--- src/hdl/cbe_pkg.sv ---
// ----------------------------------------------------------------------------
// cbe_pkg - shared types and constants for the cubic-bezier easing block
// Number format, sequencer codes, register indexes and saturation helper.
// ----------------------------------------------------------------------------
package cbe_pkg;

  // signed fixed point, Q2.16
  localparam int FRAC_BITS = 16;
  localparam int VAL_W     = 18;           // t, f, y, ctrl_y
  localparam int XW        = 17;           // x and ctrl_x
  localparam int KW        = 21;           // polynomial coefficients, held exactly
  localparam int RW        = 19;           // 1 - t
  localparam int AW        = 32;           // multiplicand and accumulators
  localparam int BW        = 19;           // multiplier operand
  localparam int PW        = AW + BW;      // full product
  localparam int CFG_W     = 18;
  localparam int CFG_IDX_W = 3;
  localparam int LIMIT_W   = 5;

  localparam int ONE     = 1 << FRAC_BITS;
  localparam int HALF    = 1 << (FRAC_BITS - 1);
  localparam int EPS     = (5 * ONE + 5000) / 10000;
  localparam int VAL_MAX = (1 << (VAL_W - 1)) - 1;
  localparam int VAL_MIN = -(1 << (VAL_W - 1));

  // configuration register indexes
  typedef enum logic [CFG_IDX_W-1:0] {
    REG_CTRL1_X         = 3'd0,
    REG_CTRL1_Y         = 3'd1,
    REG_CTRL2_X         = 3'd2,
    REG_CTRL2_Y         = 3'd3,
    REG_ITERATION_LIMIT = 3'd4
  } reg_index_t;

  typedef enum logic [4:0] {
    ST_IDLE = 5'b00001,
    ST_MUL  = 5'b00010,
    ST_ACC  = 5'b00100,
    ST_CHK  = 5'b01000,
    ST_FIN  = 5'b10000
  } state_t;

  // operations of the shared multiplier, in sequence order
  typedef enum logic [3:0] {
    OP_K0T = 4'd0,  // k0 * t
    OP_P1T = 4'd1,  // (k0*t + k1) * t
    OP_P2T = 4'd2,  // (.. + k2) * t
    OP_TT  = 4'd3,  // t * t
    OP_T2T = 4'd4,  // t^2 * t
    OP_RR  = 4'd5,  // (1-t)^2
    OP_T2R = 4'd6,  // t^2 * (1-t)
    OP_UBY = 4'd7,  // .. * ctrl2_y
    OP_R2T = 4'd8,  // (1-t)^2 * t
    OP_VAY = 4'd9   // .. * ctrl1_y
  } op_t;

  function automatic logic signed [VAL_W-1:0] sat_val(input logic signed [AW-1:0] v);
    logic signed [AW-1:0] hi;
    logic signed [AW-1:0] lo;
    hi = AW'(VAL_MAX);
    lo = AW'(VAL_MIN);
    if (v > hi) begin
      sat_val = VAL_W'(VAL_MAX);
    end else if (v < lo) begin
      sat_val = VAL_W'(VAL_MIN);
    end else begin
      sat_val = v[VAL_W-1:0];
    end
  endfunction

endpackage

--- src/hdl/cubic_bezier_easing.sv ---
// ----------------------------------------------------------------------------
// cubic_bezier_easing - cubic-bezier easing curve evaluator
// Solves t from x by damped refinement, then evaluates y(t), on one shared
// 32x19 multiplier under a small sequencer.
// ----------------------------------------------------------------------------
//
//  channel | dir | handshake          | payload
//  --------+-----+--------------------+-------------------------------
//  cfg     | in  | cfg_write          | cfg_index, cfg_data
//  x       | in  | x_valid / x_stall  | x_in    (17 bits, unsigned)
//  y       | out | y_valid / y_stall  | y_out   (18 bits, signed)
//
//  Every multiply passes through ST_MUL and ST_ACC (product register, then round
//  and add). A refinement step is three multiplies and a check, evaluating y is
//  seven multiplies; a diagonal curve goes straight to the final state. The next
//  beat can be taken in the same cycle in which the result shows on y_out.
//  x_stall is high from acceptance until the result is loaded into y_out; a
//  finished result waits in the final state while the previous one is held
//  by y_stall. Synchronous reset restores the register defaults and drops y_valid.
//
module cubic_bezier_easing #(
  parameter int MAX_ITER = 16
) (
  input  logic                                clk,
  input  logic                                rst,
  input  logic                                cfg_write,
  input  logic [cbe_pkg::CFG_IDX_W-1:0]       cfg_index,
  input  logic [cbe_pkg::CFG_W-1:0]           cfg_data,
  input  logic                                x_valid,
  output logic                                x_stall,
  input  logic [cbe_pkg::XW-1:0]              x_in,
  output logic                                y_valid,
  input  logic                                y_stall,
  output logic signed [cbe_pkg::VAL_W-1:0]    y_out
);

  localparam int LW = $clog2(MAX_ITER + 1);
  localparam int AW = cbe_pkg::AW;
  localparam int PW = cbe_pkg::PW;

  // configuration
  logic        [cbe_pkg::XW-1:0]      ctrl1_x;
  logic signed [cbe_pkg::VAL_W-1:0]   ctrl1_y;
  logic        [cbe_pkg::XW-1:0]      ctrl2_x;
  logic signed [cbe_pkg::VAL_W-1:0]   ctrl2_y;
  logic        [cbe_pkg::LIMIT_W-1:0] iteration_limit;

  // working registers
  cbe_pkg::state_t                    state;
  cbe_pkg::op_t                       op;
  logic        [cbe_pkg::XW-1:0]      x;
  logic signed [cbe_pkg::VAL_W-1:0]   t;
  logic signed [cbe_pkg::VAL_W-1:0]   f;
  logic signed [cbe_pkg::RW-1:0]      r;
  logic signed [cbe_pkg::KW-1:0]      k0;
  logic signed [cbe_pkg::KW-1:0]      k1;
  logic signed [cbe_pkg::KW-1:0]      k2;
  logic signed [AW-1:0]               acc;
  logic signed [AW-1:0]               t2;
  logic signed [AW-1:0]               r2;
  logic signed [AW-1:0]               yacc;
  logic signed [PW-1:0]               prod;
  logic        [LW-1:0]               iter;
  logic        [LW-1:0]               lim;

  // combinational
  logic        [LW-1:0]               lim_next;
  logic signed [cbe_pkg::KW-1:0]      ax3;
  logic signed [cbe_pkg::KW-1:0]      bx3;
  logic signed [AW-1:0]               opa;
  logic signed [cbe_pkg::BW-1:0]      opb;
  logic signed [PW-1:0]               prod_rnd;
  logic signed [AW-1:0]               rnd;
  logic signed [AW-1:0]               rnd3;
  logic signed [AW-1:0]               x_ext;
  logic signed [AW-1:0]               t_step;
  logic                               diag;
  logic                               converged;
  logic                               x_acc;
  logic                               last_step;

  assign x_stall = (state != cbe_pkg::ST_IDLE);
  assign x_acc   = x_valid && !x_stall;

  assign diag = ($signed({1'b0, ctrl1_x}) == ctrl1_y) && ($signed({1'b0, ctrl2_x}) == ctrl2_y);

  always_comb begin
    if (32'(iteration_limit) > MAX_ITER) begin
      lim_next = LW'(MAX_ITER);
    end else begin
      lim_next = LW'(iteration_limit);
    end
  end

  assign ax3 = $signed(cbe_pkg::KW'(ctrl1_x)) + $signed(cbe_pkg::KW'({ctrl1_x, 1'b0}));
  assign bx3 = $signed(cbe_pkg::KW'(ctrl2_x)) + $signed(cbe_pkg::KW'({ctrl2_x, 1'b0}));

  // operand selection for the shared multiplier
  always_comb begin
    case (op)
      cbe_pkg::OP_K0T: begin opa = AW'(k0);  opb = cbe_pkg::BW'(t); end
      cbe_pkg::OP_P1T: begin opa = acc;      opb = cbe_pkg::BW'(t); end
      cbe_pkg::OP_P2T: begin opa = acc;      opb = cbe_pkg::BW'(t); end
      cbe_pkg::OP_TT:  begin opa = AW'(t);   opb = cbe_pkg::BW'(t); end
      cbe_pkg::OP_T2T: begin opa = t2;       opb = cbe_pkg::BW'(t); end
      cbe_pkg::OP_RR:  begin opa = AW'(r);   opb = r;               end
      cbe_pkg::OP_T2R: begin opa = t2;       opb = r;               end
      cbe_pkg::OP_UBY: begin opa = acc;      opb = cbe_pkg::BW'(ctrl2_y); end
      cbe_pkg::OP_R2T: begin opa = r2;       opb = cbe_pkg::BW'(t); end
      cbe_pkg::OP_VAY: begin opa = acc;      opb = cbe_pkg::BW'(ctrl1_y); end
      default:         begin opa = '0;       opb = '0;              end
    endcase
  end

  // round to nearest, ties upward: floor((p + half) / one)
  assign prod_rnd = prod + PW'(cbe_pkg::HALF);
  assign rnd      = $signed(prod_rnd[cbe_pkg::FRAC_BITS +: AW]);
  assign rnd3     = rnd + (rnd <<< 1);
  assign x_ext    = $signed(AW'(x));

  assign converged = (f <= cbe_pkg::VAL_W'(cbe_pkg::EPS)) && (f >= -cbe_pkg::VAL_W'(cbe_pkg::EPS));
  assign t_step    = AW'(t) - AW'(f >>> 1);
  assign last_step = (({1'b0, iter} + 1'b1) == {1'b0, lim});

  always_ff @(posedge clk) begin
    if (rst) begin
      ctrl1_x         <= cbe_pkg::XW'(cbe_pkg::ONE * 0);
      ctrl1_y         <= '0;
      ctrl2_x         <= cbe_pkg::XW'(cbe_pkg::ONE);
      ctrl2_y         <= cbe_pkg::VAL_W'(cbe_pkg::ONE);
      iteration_limit <= cbe_pkg::LIMIT_W'(16);
    end else if (cfg_write) begin
      case (cfg_index)
        cbe_pkg::REG_CTRL1_X:         ctrl1_x <= cfg_data[cbe_pkg::XW-1:0];
        cbe_pkg::REG_CTRL1_Y:         ctrl1_y <= $signed(cfg_data);
        cbe_pkg::REG_CTRL2_X:         ctrl2_x <= cfg_data[cbe_pkg::XW-1:0];
        cbe_pkg::REG_CTRL2_Y:         ctrl2_y <= $signed(cfg_data);
        cbe_pkg::REG_ITERATION_LIMIT: iteration_limit <= cfg_data[cbe_pkg::LIMIT_W-1:0];
        default: ;
      endcase
    end
  end

  always_ff @(posedge clk) begin
    if (rst) begin
      state   <= cbe_pkg::ST_IDLE;
      op      <= cbe_pkg::OP_K0T;
      iter    <= '0;
      lim     <= '0;
      y_valid <= 1'b0;
    end else begin
      // a new result replaces the old one in the cycle the old one leaves
      if (state == cbe_pkg::ST_FIN && (!y_valid || !y_stall)) begin
        y_valid <= 1'b1;
      end else if (y_valid && !y_stall) begin
        y_valid <= 1'b0;
      end
      case (state)
        cbe_pkg::ST_IDLE: begin
          if (x_acc) begin
            x    <= x_in;
            t    <= cbe_pkg::VAL_W'(x_in);
            iter <= '0;
            lim  <= lim_next;
            k0   <= cbe_pkg::KW'(cbe_pkg::ONE) + ax3 - bx3;
            k1   <= bx3 - (ax3 <<< 1);
            k2   <= ax3;
            yacc <= AW'(x_in);
            if (diag) begin
              state <= cbe_pkg::ST_FIN;
            end else if (lim_next == '0) begin
              op    <= cbe_pkg::OP_TT;
              state <= cbe_pkg::ST_MUL;
            end else begin
              op    <= cbe_pkg::OP_K0T;
              state <= cbe_pkg::ST_MUL;
            end
          end
        end
        cbe_pkg::ST_MUL: begin
          prod  <= opa * opb;
          state <= cbe_pkg::ST_ACC;
        end
        cbe_pkg::ST_ACC: begin
          state <= cbe_pkg::ST_MUL;
          case (op)
            cbe_pkg::OP_K0T: begin
              acc <= rnd + AW'(k1);
              op  <= cbe_pkg::OP_P1T;
            end
            cbe_pkg::OP_P1T: begin
              acc <= rnd + AW'(k2);
              op  <= cbe_pkg::OP_P2T;
            end
            cbe_pkg::OP_P2T: begin
              f     <= cbe_pkg::sat_val(rnd - x_ext);
              state <= cbe_pkg::ST_CHK;
            end
            cbe_pkg::OP_TT: begin
              t2 <= rnd;
              r  <= cbe_pkg::RW'(cbe_pkg::ONE) - cbe_pkg::RW'(t);
              op <= cbe_pkg::OP_T2T;
            end
            cbe_pkg::OP_T2T: begin
              yacc <= rnd;
              op   <= cbe_pkg::OP_RR;
            end
            cbe_pkg::OP_RR: begin
              r2 <= rnd;
              op <= cbe_pkg::OP_T2R;
            end
            cbe_pkg::OP_T2R: begin
              acc <= rnd;
              op  <= cbe_pkg::OP_UBY;
            end
            cbe_pkg::OP_UBY: begin
              yacc <= yacc + rnd3;
              op   <= cbe_pkg::OP_R2T;
            end
            cbe_pkg::OP_R2T: begin
              acc <= rnd;
              op  <= cbe_pkg::OP_VAY;
            end
            cbe_pkg::OP_VAY: begin
              yacc  <= yacc + rnd3;
              state <= cbe_pkg::ST_FIN;
            end
            default: begin
              state <= cbe_pkg::ST_IDLE;
            end
          endcase
        end
        cbe_pkg::ST_CHK: begin
          state <= cbe_pkg::ST_MUL;
          if (converged) begin
            op <= cbe_pkg::OP_TT;
          end else begin
            // t -= floor(f / 2)
            t <= cbe_pkg::sat_val(t_step);
            if (last_step) begin
              op <= cbe_pkg::OP_TT;
            end else begin
              iter <= iter + 1'b1;
              op   <= cbe_pkg::OP_K0T;
            end
          end
        end
        cbe_pkg::ST_FIN: begin
          if (!y_valid || !y_stall) begin
            y_out <= cbe_pkg::sat_val(yacc);
            state <= cbe_pkg::ST_IDLE;
          end
        end
        default: begin
          state <= cbe_pkg::ST_IDLE;
        end
      endcase
    end
  end

  // a new result only ever comes out of the final state
  a_result_from_fin: assert property (@(posedge clk) disable iff (rst)
    $rose(y_valid) |-> $past(state == cbe_pkg::ST_FIN))
    else $error("y_valid rose outside the final state");

  // an accepted beat always starts work
  a_accept_starts: assert property (@(posedge clk) disable iff (rst)
    x_acc |=> (state == cbe_pkg::ST_MUL || state == cbe_pkg::ST_FIN))
    else $error("accepted beat did not start the sequencer");

  // refinement never runs past its limit
  a_iter_bound: assert property (@(posedge clk) disable iff (rst)
    iter <= lim)
    else $error("iteration count beyond limit");

  // a waiting result is not overwritten
  a_hold_result: assert property (@(posedge clk) disable iff (rst)
    (state == cbe_pkg::ST_FIN && y_valid && y_stall) |=>
      (state == cbe_pkg::ST_FIN && $stable(y_out)))
    else $error("result overwritten while stalled");

endmodule

--- config.mk ---
export PLATFORM = sky130hd
export DESIGN_NAME = cubic_bezier_easing
export DESIGN_NICKNAME = d
export VERILOG_FILES = /design/src/hdl/cbe_pkg.sv /design/src/hdl/cubic_bezier_easing.sv
export SDC_FILE = /design/constraint.sdc
export NUM_CORES = 2
export LEC_CHECK = 0
export ABC_AREA = 1
export BUFFER_PORTS_ARGS = -buffer_cell sky130_fd_sc_hd__buf_4
export CORE_ASPECT_RATIO = 0.75
export CORE_MARGIN = 2
export CORE_UTILIZATION = 65
export CTS_CLUSTER_SIZE = 40
export DETAILED_ROUTE_END_ITERATION = 8
export HOLD_SLACK_MARGIN = 0.15
export PLACE_DENSITY = 0.82
export SYNTH_ARGS = -nofsm -noshare
export SYNTH_HDL_FRONTEND = slang
export SYNTH_SLANG_ARGS = --single-unit
--- constraint.sdc ---
create_clock -name clk -period 21.2 [get_ports clk]
set_clock_uncertainty 0.15 [all_clocks]
set_input_delay 1.06 -clock clk [delete_from_list [all_inputs] [get_ports clk]]
set_output_delay 1.06 -clock clk [all_outputs]
set_load 0.01 [all_outputs]
### Word-level counts from Yosys, hierarchy flattened

Cells that the tools add are included.

* equal/unequal tests: 29
* $mul: 1
* order comparisons: 9
* reduce and logical (&&, ||, !) cells: 42
* add/sub/neg operators: 15
* bitwise operators: 1
* multiplexer cells: 32

Operators with widths (count)
* case mux 32 bit (6 select lines): 1
* case mux 32 bit (2 select lines): 2
* two-way mux 18 bit: 6
* case mux 32 bit (3 select lines): 1
* case mux 19 bit (4 select lines): 1
* adder 32 bit: 2
* > comparator 32 x 18 -> 1 bit (second input constant): 2
* < comparator 32 x 18 -> 1 bit (second input constant): 2
* adder 48 x 17 -> 48 bit (second input constant): 1
* multiplier 32 x 19 -> 48 bit: 1
* adder 17 x 18 -> 19 bit: 2
* equality test 18 bit: 2
* case mux 18 bit (2 select lines): 1
* two-way mux 5 bit: 7
* adder 32 x 20 -> 32 bit: 1
* adder 32 x 21 -> 32 bit: 1
* two-way mux 32 bit: 1
* case mux 4 bit (8 select lines): 1
* subtractor 32 x 18 -> 32 bit: 1
* case mux 5 bit (5 select lines): 1
* subtractor 19 x 20 -> 21 bit: 1
* subtractor 20 x 19 -> 21 bit: 1
* adder 17 x 19 -> 20 bit (first input constant): 1
* > comparator 19 x 18 -> 1 bit (second input constant): 1
* other kinds (48): 88

* bits in registers: 422
* input port bits: 43
* logic and storage cells: 152

### Logic depth before layout (Yosys ltp)

* depth after elaboration: 7
* gate-level depth with buffers: 39
* depth with buffers taken out: 36

### Worst setup path before layout

Ideal clock, no wire load.

* kind: register -> register
* start: reg op[3]
* end: reg prod[47], data pin
* setup slack: 13.456 ns
* cell stages (with the launch flop): 29
* arrival: 7.341 ns
* period minus slack after synthesis: 7.744 ns
* cell sequence: dfxtp_1 > nor2_1 > nand2_1 > nand2_1 > inv_2 > buf_2 > nor2_1 > nor4_1 > inv_2 > buf_2 > nand2_1 > fa_1 > inv_1 > fa_1 > fa_1 > inv_1 > fa_1 > fa_1 > inv_1 > fa_1 > ha_1 > ha_1 > a21oi_1 > o21ai_0 > a221oi_1 > o21ai_0 > a21oi_1 > nand3b_1 > nand2_1

* cells in the longest elaborated chain, start to end: 4

Ends and longest elaborated chain
* start, declared: RTL line cubic_bezier_easing.sv:50 `cbe_pkg::op_t op;`
* start signal, assigned: RTL line cubic_bezier_easing.sv:147 `op <= cbe_pkg::OP_K0T;`
* start signal, assigned: RTL line cubic_bezier_easing.sv:172 `op <= cbe_pkg::OP_TT;`
* start signal, assigned: RTL line cubic_bezier_easing.sv:175 `op <= cbe_pkg::OP_K0T;`
* equality test 4 x 2 -> 1 bit, or another cell as far along: RTL line cubic_bezier_easing.sv:100 `case (op)`
* OR reduction 6 bit (no line), or another cell as far along
* case mux 19 bit (4 select lines) / case mux 32 bit (6 select lines) (equally long branches): RTL line cubic_bezier_easing.sv:100
* multiplier 32 x 19 -> 48 bit *: RTL line cubic_bezier_easing.sv:181 `prod <= opa * opb;`
* end signal, assigned: RTL line cubic_bezier_easing.sv:181
* end, declared: RTL line cubic_bezier_easing.sv:62 `logic signed [PW-1:0] prod;`

Every way passes the cells marked *; elsewhere a longest branch is shown, timed or not.
A chain may end at the register's enable or synchronous reset.

### Worst setup path after layout

* start: reg op[0]
* end: reg prod[46], data pin

Same word-level chain as after synthesis.

==> results.json <==
{
  "grt_start_max_net_pins": 75,
  "cts_made_buffers": 40,
  "grtUsageTotal": 0.411,
  "routed-wl-met3_um": 25300,
  "ys_ff_latch": 407,
  "synth_top_cells_by_area": "fa_1 (25%), edfxtp_1 (20%), nand2_1 (9.7%)",
  "hold_class": "register to register",
  "nets": 6930,
  "yosys-mux-area-fraction": 0,
  "status": "complete, no violations",
  "seqCellArea_sq_mm": 0.0113,
  "clk_pin_slew_ns": 0.07,
  "async_reset_ff_frac": 0,
  "final_max_slew_viol_count": 0,
  "synth_cell_types": 58,
  "cpMostUsedCell": "inv_1",
  "start_kind": "register",
  "wl_met1_um": 62700,
  "worst_pin_slew_ns": 1.15,
  "path_buf_inv": 11,
  "initial_utilization": 0.656,
  "dieArea_sq_mm": 0.0761,
  "cts.path.max_buffers": 3,
  "dp_hpwl_um": 126000,
  "drtPass1Iterations": 6,
  "finalCriticalPeriod_ns": 10.50,
  "ant_nets": 0,
  "yosysTopAreaCell": "fa_1",
  "crit_required_ns": 21.38,
  "vias_per_cell": 6.02,
  "cts_tree": "done",
  "cp_slowest_stage_delay_ns": 0.87,
  "rsz0062_at_grt": "false",
  "gp_congestion": 1.03,
  "r2r-end": "prod[46]",
  "syn_nets": 6909,
  "route.met2.wl_um": 62800,
  "critical_path.max_fanout": 41,
  "reg2reg_slack_ns": 10.70,
  "grt_first_pass_wirelength_um": 236000,
  "end_kind": "register",
  "synthCells": 5944,
  "rows": 86,
  "hp-start": "y_valid",
  "ios": 63,
  "hold_buffers": 0,
  "cts_sinks": 407,
  "syn_to_final_growth_pct": 6.22,
  "relSlewSlack": 0.235,
  "vias": 42000,
  "num-fill-cells": 5869,
  "core_sq_mm": 0.0733,
  "worstSetupPathType": "register to register",
  "avgSynthCellArea_sq_um": 8.08,
  "synth_area_sq_mm": 0.0480,
  "drt_iter0_drc": 5658,
  "fin_crit_sh": 0.495,
  "topRoutingLayerUsed": "met5",
  "h-tree-depth": 2,
  "final-setup-viol-count": 0,
  "drc_errors": 0,
  "synth_edf_count": 312,
  "yosys_warnings": 0,
  "finalHoldViolCount": 0,
  "die_h_um": 239,
  "synthAdderAreaFrac": 0.335,
  "yosysSeqAreaShare": 0.235,
  "antenna_found_initial": 2,
  "grt_pass1_vias": 40100,
  "synth_top_family_by_area": "adder cells",
  "arrival_ns": 10.68,
  "cp_top_family": "adder cells",
  "cts_root_buf": "clkbuf_16",
  "wirelength_um": 156000,
  "ff2ff_path_depth": 34,
  "holdPathStages": 2,
  "die_width_um": 318,
  "ctsResizeCount": 0,
  "avgRoutedWirePerCell_um": 22.5,
  "max_freq_ghz": 0.0952,
  "hold_end": "y_valid",
  "synth-simple-area-share": 0.192,
  "multi_input_area_sq_mm": 0.0317,
  "setup_tns_ns": 0,
  "timing.rr.start": "op[0]",
  "drive_above_1_share": 0.0509,
  "cap_violations": 0,
  "worst_path_max_delay_cell": "o31ai_1",
  "io_buffers": 62,
  "synth_ff_type": "edfxtp_1",
  "cts_setup_buffers": 0,
  "synth-xor-area-share": 0.0342,
  "synth_top_area_frac": 0.252,
  "synth_compound_area_frac": 0.0968,
  "clk_latency_ns": 0.58,
  "overflow": 0
}
-- worst register-to-register path: cells and delay by family, from the launching register on --
kind	cells	cell delay, ns
buf+inv	11	1.99
xor+xnor	1	0.07
flops	1	0.35
simple gates	13	3.22
fa+ha+maj	8	3.63
compound gates	1	0.87
-- per-stage QoR --
step | cells | utilization | area, sq um | hold WS, ns | setup WS (ns)
2_1_floorplan | 5944 | - | 48000 | 0.297 | 13.46
3_3_place_gp | 6891 | 0.679 | 49800 | 0.318 | 11.07
3_5_place_dp | 6891 | 0.679 | 49800 | 0.329 | 10.92
4_1_cts | 6965 | 0.696 | 51000 | 0.338 | 10.91
5_1_grt | 6965 | 0.696 | 51000 | 0.360 | 10.08
6_report | 6966 | 0.696 | 51000 | 0.335 | 10.70
-- placed cells by master (no fill, tap or decap), drive strengths merged, types with 44 or more instances in the layout --
master and n:
nand2 1255, inv 1212, nor2 634, fa 605
a21oi 339, ha 317, edfxtp 312, o21ai 276
nand3 153, buf 131, xor2 124, dfxtp 95
xnor2 63, nor3 60, clkbuf 52, nand4 44
-- state kept, by name (all words and copies together) (netlist names), 5 cells and up --
signal / count
y_out: 18
prod: 33
k1: 21
ctrl2_y: 18
ctrl1_x: 17
yacc: 32
ctrl2_x: 17
t: 18
f: 18
iter: 5
state: 5
k2: 19
r: 19
r2: 32
ctrl1_y: 18
acc: 32
iteration_limit: 5
lim: 5
t2: 32
x: 17
k0: 21
-- cells by family (layout without fill, tap and decap cells) --
family | Yosys count | count (layout)
flops | 407 | 407
other cells | 0 | 1
fa+ha+maj | 922 | 922
simple gates | 2236 | 2236
compound gates | 817 | 817
buf+inv | 1375 | 1428
xor+xnor | 187 | 187
-- per-layer routing --
layer | up-vias | global-route usage
li1 | 18700 | -
met3 | 352 | 0.149
met4 | 4 | 0.122
met5 | - | 0
met2 | 2816 | 0.574
met1 | 20100 | 0.599
-- how the worst max path moves through the flow --
| stage | from | to | slack (ns) | cells after the start |
|---|---|---|---|---|
| finish | op[0] | prod[46] | 10.70 | 34 |
| detailed placement | op[0] | prod[46] | 10.92 | 34 |
| global placement | op[0] | prod[46] | 11.07 | 34 |
| floorplan | op[3] | prod[47] | 13.46 | 28 |
| CTS | op[0] | prod[46] | 10.91 | 34 |
| global route | op[0] | prod[46] | 10.08 | 34 |
-- final cells by class --
type,count,share of cell area
tap,968,0.0237
clock inverter,22,0.00284
antenna,1,0.0000490
multi-input combinational,4162,0.621
clock buffer,52,0.0221
sequential,407,0.221
timing repair buffer,131,0.0193
inverter,1223,0.0900
-- synthesized netlist by cell type, types with 28 or more instances --
cell type  count
or2_2         28
a21oi_1      339
ha_1         317
o21ai_0      266
a31oi_1       31
xnor2_1       63
nor4_1        33
fa_1         605
xor2_1       123
nor3_1        60
dfxtp_1       95
nand3_1      146
edfxtp_1     312
inv_1       1199
nand2_1     1239
nand4_1       44
nor2_1       618
clkbuf_1     127
Power is not shown: default switching activity piles up to over one toggle a cycle in this logic, so the estimate is an artifact.
